<file path="config.mk">
export PLATFORM = sky130hd
export DESIGN_NAME = sorted_min_priority_queue_flat
export DESIGN_NICKNAME = d
export VERILOG_FILES = /design/src/hdl/spq_pkg.sv /design/src/hdl/spq_in_if.sv /design/src/hdl/spq_out_if.sv /design/src/hdl/spq_cell.sv /design/src/hdl/sorted_min_priority_queue.sv /design/src/flat_wrapper.sv
export VERILOG_INCLUDE_DIRS = /design/src /design/src/hdl
export SDC_FILE = /design/constraint.sdc
export NUM_CORES = 2
export LEC_CHECK = 0
export BUFFER_PORTS_ARGS = -buffer_cell sky130_fd_sc_hd__buf_2
export CAP_MARGIN = 15
export CORE_ASPECT_RATIO = 1.25
export CORE_UTILIZATION = 40
export CTS_CLUSTER_SIZE = 10
export DETAILED_ROUTE_END_ITERATION = 10
export GPL_ROUTABILITY_DRIVEN = 0
export GPL_TIMING_DRIVEN = 1
export HOLD_SLACK_MARGIN = 0.08
export SYNTH_ARGS = -nofsm -noshare
export SYNTH_HDL_FRONTEND = slang
export SYNTH_HIERARCHICAL = 1
export SYNTH_SLANG_ARGS = --single-unit
export TNS_END_PERCENT = 30
</file>
<file path="constraint.sdc">
create_clock -name clk -period 3.5 [get_ports clk]
set_input_delay 1.05 -clock clk [delete_from_list [all_inputs] [get_ports clk]]
set_output_delay 1.05 -clock clk [all_outputs]
set_load 0.01 [all_outputs]
</file>
<file path="src/hdl/assert_macros.svh">
// Assertion macros used by the top level of the priority queue.
`ifndef ASSERT_MACROS_SVH
`define ASSERT_MACROS_SVH

// Same-cycle implication, disabled while reset is asserted.
`define ASSERT_IMPLIES(lbl, clk, rst_n, ante, cons) \
    lbl: assert property (@(posedge clk) disable iff (!rst_n) (ante) |-> (cons)) \
        else $error("same-cycle assertion failed");

// Next-cycle implication, disabled while reset is asserted.
`define ASSERT_NEXT(lbl, clk, rst_n, ante, cons) \
    lbl: assert property (@(posedge clk) disable iff (!rst_n) (ante) |=> (cons)) \
        else $error("next-cycle assertion failed");

`endif

</file>
<file path="src/hdl/spq_pkg.sv">
// Package with the sizes, codes and types of the sorted priority queue.
package spq_pkg;

    localparam int DEPTH      = 16;
    localparam int KEY_WIDTH  = 32;
    localparam int TAG_WIDTH  = 16;
    localparam int OCC_WIDTH  = $clog2(DEPTH + 1);

    typedef logic signed [KEY_WIDTH-1:0] key_t;
    typedef logic [TAG_WIDTH-1:0]        tag_t;
    typedef logic [OCC_WIDTH-1:0]        occ_t;
    typedef logic [1:0]                  op_t;
    typedef logic [1:0]                  status_t;

    localparam op_t OP_ENQ  = 2'd0;
    localparam op_t OP_DEQ  = 2'd1;
    localparam op_t OP_PEEK = 2'd2;

    localparam status_t ST_OK    = 2'd0;
    localparam status_t ST_UNDER = 2'd1;
    localparam status_t ST_OVER  = 2'd2;

    localparam occ_t OCC_FULL = occ_t'(DEPTH);

    // Shift command broadcast to every cell of the chain.
    typedef struct packed {
        logic enq;
        logic deq;
    } cell_ctrl_t;

    // One result beat as held in the output register.
    typedef struct packed {
        key_t    out_key;
        tag_t    out_tag;
        logic    out_valid;
        status_t status;
        occ_t    occupancy;
        logic    is_empty;
        logic    is_full;
    } rsp_item_t;

endpackage

</file>
<file path="src/hdl/spq_in_if.sv">
// Request channel of the priority queue: opcode, key and tag with valid/ready.
interface spq_in_if;
    import spq_pkg::*;

    logic valid;
    logic ready;
    op_t  opcode;
    key_t item_key;
    tag_t item_tag;

    modport source (output valid, output opcode, output item_key, output item_tag,
                    input ready);
    modport sink (input valid, input opcode, input item_key, input item_tag,
                  output ready);
endinterface

</file>
<file path="src/hdl/spq_out_if.sv">
// Response channel of the priority queue: head entry and status with valid/ready.
interface spq_out_if;
    import spq_pkg::*;

    logic    valid;
    logic    ready;
    key_t    out_key;
    tag_t    out_tag;
    logic    out_valid;
    status_t status;
    occ_t    occupancy;
    logic    is_empty;
    logic    is_full;

    modport source (output valid, output out_key, output out_tag, output out_valid,
                    output status, output occupancy, output is_empty, output is_full,
                    input ready);
    modport sink (input valid, input out_key, input out_tag, input out_valid,
                  input status, input occupancy, input is_empty, input is_full,
                  output ready);
endinterface

</file>
<file path="src/hdl/spq_cell.sv">
// One storage cell of the sorted chain: holds an entry and shifts with its neighbours.
module spq_cell (
    input  logic              clk,
    input  spq_pkg::cell_ctrl_t ctrl,
    input  logic              occupied,
    input  spq_pkg::key_t     new_key,
    input  spq_pkg::tag_t     new_tag,
    input  logic              left_go,
    input  spq_pkg::key_t     left_key,
    input  spq_pkg::tag_t     left_tag,
    input  spq_pkg::key_t     right_key,
    input  spq_pkg::tag_t     right_tag,
    output logic              go,
    output spq_pkg::key_t     key,
    output spq_pkg::tag_t     tag
);
    import spq_pkg::*;

    key_t key_reg;
    key_t key_next;
    tag_t tag_reg;
    tag_t tag_next;

    // Strict compare keeps equal keys in arrival order; empty cells always yield.
    assign go = !occupied || (new_key < key_reg);

    always_comb
    begin
        key_next = key_reg;
        tag_next = tag_reg;
        priority if (ctrl.enq && go)
        begin
            key_next = left_go ? left_key : new_key;
            tag_next = left_go ? left_tag : new_tag;
        end
        else if (ctrl.deq)
        begin
            key_next = right_key;
            tag_next = right_tag;
        end
    end

    always_ff @(posedge clk)
    begin
        key_reg <= key_next;
        tag_reg <= tag_next;
    end

    assign key = key_reg;
    assign tag = tag_reg;

endmodule

</file>
<file path="src/hdl/sorted_min_priority_queue.sv">
// Top level of the sorted minimum priority queue, a chain of DEPTH entry cells.
// The result beat is registered: it appears in the cycle after its request beat is accepted.
// One operation per cycle while results are taken; all cells compare and shift in the same cycle.
// A request is taken while the output register is empty or being drained.
// Reset clears the entry count and the output valid; cell contents stay unknown
// and are never read before being written.
`include "assert_macros.svh"

module sorted_min_priority_queue (
    input  logic clk,
    input  logic rst_n,
    spq_in_if.sink    req,
    spq_out_if.source rsp
);
    import spq_pkg::*;

    occ_t       count_reg;
    occ_t       count_next;
    logic       rsp_valid_reg;
    rsp_item_t  rsp_reg;
    rsp_item_t  rsp_next;

    logic       accept;
    logic       full;
    logic       empty;
    logic       is_enq;
    logic       is_head;
    cell_ctrl_t ctrl;

    key_t       cell_key [DEPTH];
    tag_t       cell_tag [DEPTH];
    logic       cell_go  [DEPTH];

    // The output register parts the two sides: a new request may enter in the
    // same cycle that the waiting result beat is taken.
    assign req.ready = !rsp_valid_reg || rsp.ready;
    assign accept    = req.valid && req.ready;

    assign full    = (count_reg == OCC_FULL);
    assign empty   = (count_reg == '0);
    assign is_enq  = (req.opcode == OP_ENQ);
    assign is_head = (req.opcode == OP_DEQ) || (req.opcode == OP_PEEK);

    // An overflowing enqueue and an underflowing dequeue leave the chain alone.
    assign ctrl.enq = accept && is_enq && !full;
    assign ctrl.deq = accept && (req.opcode == OP_DEQ) && !empty;

    // Each cell decides locally: the first cell that is empty or whose key exceeds
    // the new one takes the new entry, and every cell after it takes its left neighbour.
    // On dequeue every cell but the last takes its right neighbour; the last keeps its value.
    for (genvar i = 0; i < DEPTH; i++)
    begin : g_cell
        logic occupied;
        logic left_go;
        key_t left_key;
        tag_t left_tag;
        key_t right_key;
        tag_t right_tag;

        assign occupied = (occ_t'(i) < count_reg);

        if (i == 0)
        begin : g_head
            assign left_go  = 1'b0;
            assign left_key = req.item_key;
            assign left_tag = req.item_tag;
        end
        else
        begin : g_body
            assign left_go  = cell_go[i-1];
            assign left_key = cell_key[i-1];
            assign left_tag = cell_tag[i-1];
        end

        if (i == DEPTH - 1)
        begin : g_tail
            // The last cell becomes unoccupied after a dequeue, so it may keep its value.
            assign right_key = cell_key[i];
            assign right_tag = cell_tag[i];
        end
        else
        begin : g_inner
            assign right_key = cell_key[i+1];
            assign right_tag = cell_tag[i+1];
        end

        spq_cell u_cell (
            .clk       (clk),
            .ctrl      (ctrl),
            .occupied  (occupied),
            .new_key   (req.item_key),
            .new_tag   (req.item_tag),
            .left_go   (left_go),
            .left_key  (left_key),
            .left_tag  (left_tag),
            .right_key (right_key),
            .right_tag (right_tag),
            .go        (cell_go[i]),
            .key       (cell_key[i]),
            .tag       (cell_tag[i])
        );
    end

    always_comb
    begin
        count_next = count_reg;
        priority if (ctrl.enq)
        begin
            count_next = count_reg + occ_t'(1);
        end
        else if (ctrl.deq)
        begin
            count_next = count_reg - occ_t'(1);
        end
    end

    // The result reports the head as it stood before the operation and the
    // occupancy as it stands after it.
    always_comb
    begin
        rsp_next.out_key   = '0;
        rsp_next.out_tag   = '0;
        rsp_next.out_valid = 1'b0;
        rsp_next.status    = ST_OK;
        if (is_enq && full)
        begin
            rsp_next.status = ST_OVER;
        end
        else if (is_head && empty)
        begin
            rsp_next.status = ST_UNDER;
        end
        else if (is_head)
        begin
            rsp_next.out_key   = cell_key[0];
            rsp_next.out_tag   = cell_tag[0];
            rsp_next.out_valid = 1'b1;
        end
        rsp_next.occupancy = count_next;
        rsp_next.is_empty  = (count_next == '0);
        rsp_next.is_full   = (count_next == OCC_FULL);
    end

    always_ff @(posedge clk or negedge rst_n)
    begin
        if (!rst_n)
        begin
            count_reg     <= '0;
            rsp_valid_reg <= 1'b0;
        end
        else
        begin
            count_reg <= count_next;
            if (accept)
            begin
                rsp_valid_reg <= 1'b1;
            end
            else if (rsp.ready)
            begin
                rsp_valid_reg <= 1'b0;
            end
        end
    end

    always_ff @(posedge clk)
    begin
        if (accept)
        begin
            rsp_reg <= rsp_next;
        end
    end

    assign rsp.valid     = rsp_valid_reg;
    assign rsp.out_key   = rsp_reg.out_key;
    assign rsp.out_tag   = rsp_reg.out_tag;
    assign rsp.out_valid = rsp_reg.out_valid;
    assign rsp.status    = rsp_reg.status;
    assign rsp.occupancy = rsp_reg.occupancy;
    assign rsp.is_empty  = rsp_reg.is_empty;
    assign rsp.is_full   = rsp_reg.is_full;

    // The entry count never goes beyond the length of the chain.
    `ASSERT_IMPLIES(a_count_bound, clk, rst_n, 1'b1, count_reg <= OCC_FULL)
    // An accepted enqueue into a queue with room grows the count by one.
    `ASSERT_NEXT(a_enq_grows, clk, rst_n, ctrl.enq, count_reg == $past(count_reg) + occ_t'(1))
    // With two entries or more, the head cell never holds a larger key than its neighbour.
    `ASSERT_IMPLIES(a_head_sorted, clk, rst_n, count_reg >= occ_t'(2), cell_key[0] <= cell_key[1])
    // A beat that carries an entry always reports success.
    `ASSERT_IMPLIES(a_entry_ok, clk, rst_n, rsp_valid_reg && rsp_reg.out_valid,
                    rsp_reg.status == ST_OK)

endmodule

</file>
<file path="src/flat_wrapper.sv">
// flat-port wrapper written by rule: the top's interface ports become plain ports
module sorted_min_priority_queue_flat import spq_pkg::*;
  (clk, rst_n, req_valid, req_opcode, req_item_key, req_item_tag, req_ready, rsp_valid, rsp_out_key, rsp_out_tag, rsp_out_valid, rsp_status, rsp_occupancy, rsp_is_empty, rsp_is_full, rsp_ready);
  spq_in_if req_i ();
  spq_out_if rsp_i ();
  input  logic clk;
  input  logic rst_n;
  input wire logic [$bits(req_i.valid)-1:0] req_valid;
  input wire logic [$bits(req_i.opcode)-1:0] req_opcode;
  input wire logic [$bits(req_i.item_key)-1:0] req_item_key;
  input wire logic [$bits(req_i.item_tag)-1:0] req_item_tag;
  output wire logic [$bits(req_i.ready)-1:0] req_ready;
  output wire logic [$bits(rsp_i.valid)-1:0] rsp_valid;
  output wire logic [$bits(rsp_i.out_key)-1:0] rsp_out_key;
  output wire logic [$bits(rsp_i.out_tag)-1:0] rsp_out_tag;
  output wire logic [$bits(rsp_i.out_valid)-1:0] rsp_out_valid;
  output wire logic [$bits(rsp_i.status)-1:0] rsp_status;
  output wire logic [$bits(rsp_i.occupancy)-1:0] rsp_occupancy;
  output wire logic [$bits(rsp_i.is_empty)-1:0] rsp_is_empty;
  output wire logic [$bits(rsp_i.is_full)-1:0] rsp_is_full;
  input wire logic [$bits(rsp_i.ready)-1:0] rsp_ready;
  assign req_i.valid = req_valid;
  assign req_i.opcode = req_opcode;
  assign req_i.item_key = req_item_key;
  assign req_i.item_tag = req_item_tag;
  assign req_ready = req_i.ready;
  assign rsp_valid = rsp_i.valid;
  assign rsp_out_key = rsp_i.out_key;
  assign rsp_out_tag = rsp_i.out_tag;
  assign rsp_out_valid = rsp_i.out_valid;
  assign rsp_status = rsp_i.status;
  assign rsp_occupancy = rsp_i.occupancy;
  assign rsp_is_empty = rsp_i.is_empty;
  assign rsp_is_full = rsp_i.is_full;
  assign rsp_i.ready = rsp_ready;
  sorted_min_priority_queue u_core (.clk(clk), .rst_n(rst_n), .req(req_i), .rsp(rsp_i));
endmodule
</file>
==> out/summary.txt <==
Layout cells sized above 1: 46.29%
FP Rows: 156
Max-cap violations: 0
Max reg flops: 512
First-pass GRT wire length: 219.7 mm
Unrepaired setup endpoints after global routing: true
Clk_skew: 0.02210 ns
Finished Cell Area: 70050 um^2
Average cell area after synthesis: 12.74 um^2
Full die area: 147900 um^2
Final wirelength: 145.5 mm
Setup TNS: -0.6792 ns
Vias in the first global route: 38630
HP Class: input pin to async pin
Power after layout: 32.16 mW
Initial antenna violation count: 8
Clock buffer count from CTS: 96
Total grt overflow: 0
Cell Area, Synth: 58540 um^2
DIE HEIGHT: 429.7 um
TritonRoute pass-1 iters: 5
Fill count: 12860
Critical Path Sink Type: flip-flop
CP max-delay cell: mux2_2
CTS tree: yes
Critical-path cell list: buf_4 > buf_4 > ha_1 > o21ai_0 > a2111oi_4 > o31a_1 > buf_6 > o311ai_4 > buf_12 > clkbuf_16 > mux2_2 > mux2_2
Clock tree sinks: 832
Final Hold Vio Count: 0
Largest net degree at the start of global routing: 59
Actual slew at the worst max-slew pin: 0.7247 ns
Total track usage: 18.68%
Crit path buf inv count: 5
Failing checks: setup timing
Antenna Nets Post-Route: 0
Clock Latency Late Sink: 0.71 ns
H-tree Lvls: 3
Area added between synthesis and finish: 19.67%
Post-Syn Instances: 4594
Layout Nets: 5685
Clock tree buffer depth: 3
Fmax: 0.2829 GHz
Worst Path Max Fanout: 14
Cts hold-fix bufs: 0
Synth Warn #: 6
Static Leak: 27.83 nW
Clock-pin slew on the worst setup and hold paths: 0.06 ns
Via count: 37270
Initial core utilization: 40.36%
Final Slew Violations: 0
Critical path's largest stage delay: 0.35 ns
Fin crit share: 101.0%
VDD IR max: 0.3780 mV
Placement Cell Area: 65600 um^2
I/O pins: 114
Critical path class: input pin to flip-flop
Post-DR vias/cell: 5.278
Startpoint types: input pin
Die width: 344.2 um
Worst path required time: 3.95 ns
Final Setup Violations: 43
CTS root buf: clkbuf_16
Core area: 145000 um^2
Drt drc: 0
Initial DRC count: 1696
Hpwl dp: 108.0 mm
Cell Pwr Density: 459.0 nW/um^2
Port Buffer Count: 113
CP arrival: 3.99 ns
Final Critical Period: 3.534 ns
Status: finished, violations left
Relative slew slack: 51.69%
Wire per inst: 20.61 um
Top delay family on crit path: compound AO/OA/AOI/OAI gates
Worst Slack Setup Final: -0.03444 ns
Hold Slack: 0.1705 ns
N_diodes: 0
==> cells in the final DEF, fill, tap and decap left out, drive strengths merged, types with 19 or more instances in the layout <==
cell	n
a2111oi	32
a21o	35
a21oi	176
and2	48
buf	579
clkbuf	146
edfxtp	826
ha	502
inv	587
mux2	1536
nand2	175
nand2b	35
nand4	66
nor2	39
nor4	19
o21ai	71
o221ai	32
==> where the power goes <==
group          internal, mW  switching [mW]  total, mW
Sequential             12.0           0.491       12.5
Combinational          5.74            4.78       10.5
Clock                  5.06            4.08       9.14
==> through the flow <==
stage | utilization, % | instances | setup WS, ns
2_1_floorplan | - | 4596 | -0.06829
3_3_place_gp | 45.23 | 6862 | -1.289
3_5_place_dp | 45.23 | 6863 | -0.9620
4_1_cts | 47.27 | 7008 | -0.001186
5_1_grt | 48.30 | 7061 | -0.07345
6_report | 48.30 | 7061 | -0.03444
==> worst paths after layout <==
path	startpoint	endpoint	slack (ns)	cells past startpoint
worst max register to register	u_core/g_cell[6].u_cell/key[1]$_DFFE_PP_	u_core/g_cell[7].u_cell/key[15]$_DFFE_PP_	0.18	11
worst min-delay path	rst_n	u_core/count_reg[1]$_DFF_PN0_	0.17	1
min in group clk	u_core/g_cell[0].u_cell/tag[3]$_DFFE_PP_	u_core/rsp.out_tag[3]$_SDFFCE_PP0P_	0.55	1
worst min register to register	u_core/g_cell[0].u_cell/tag[3]$_DFFE_PP_	u_core/rsp.out_tag[3]$_SDFFCE_PP0P_	0.55	1
worst max-delay path	req_item_key[2]	u_core/g_cell[7].u_cell/key[15]$_DFFE_PP_	-0.03	12
max in group asynchronous	rst_n	u_core/count_reg[0]$_DFF_PN0_	3.16	1
==> what timing repair did <==
item                                    CTS  global route
buffers inserted                          8            26
resized for setup                        31            97
endpoints found under the setup margin  798           718
pin swaps                                12            56
gates cloned                              3            27
endpoints found under the hold margin     0             0
==> worst reg2reg max path, stage by stage, from the launching register on <==
cell and delay [ns]:
edfxtp_1 0.46, inv_1 0.13, ha_4 0.21, a2111oi_4 0.40
a2111oi_4 0.12, o31a_1 0.32, buf_6 0.14, o311ai_4 0.32
buf_12 0.19, clkbuf_16 0.20, mux2_2 0.35, mux2_2 0.26
==> area by class of cell <==
cell class	count	area, um^2	area share [%]
Tap cell	1896	2372	3.387
Clock inverter	14	113.9	0.1625
Timing Repair Buffer	606	6536	9.331
Sequential cell	832	24950	35.62
Inverter	586	2203	3.145
Multi-Input combinational cell	3007	31320	44.71
Clock buffer	120	2555	3.647
==> per-layer routing <==
layer	track usage [%]	vias up	share of wire, %
met2	33.20	558	51
met1	23.76	18210	44
met5	0	-	0.0069
met4	4.983	2	2.8
li1	-	18290	-
met3	2.112	207	2.8
No activity file was read; power rests on OpenSTA's default activity.
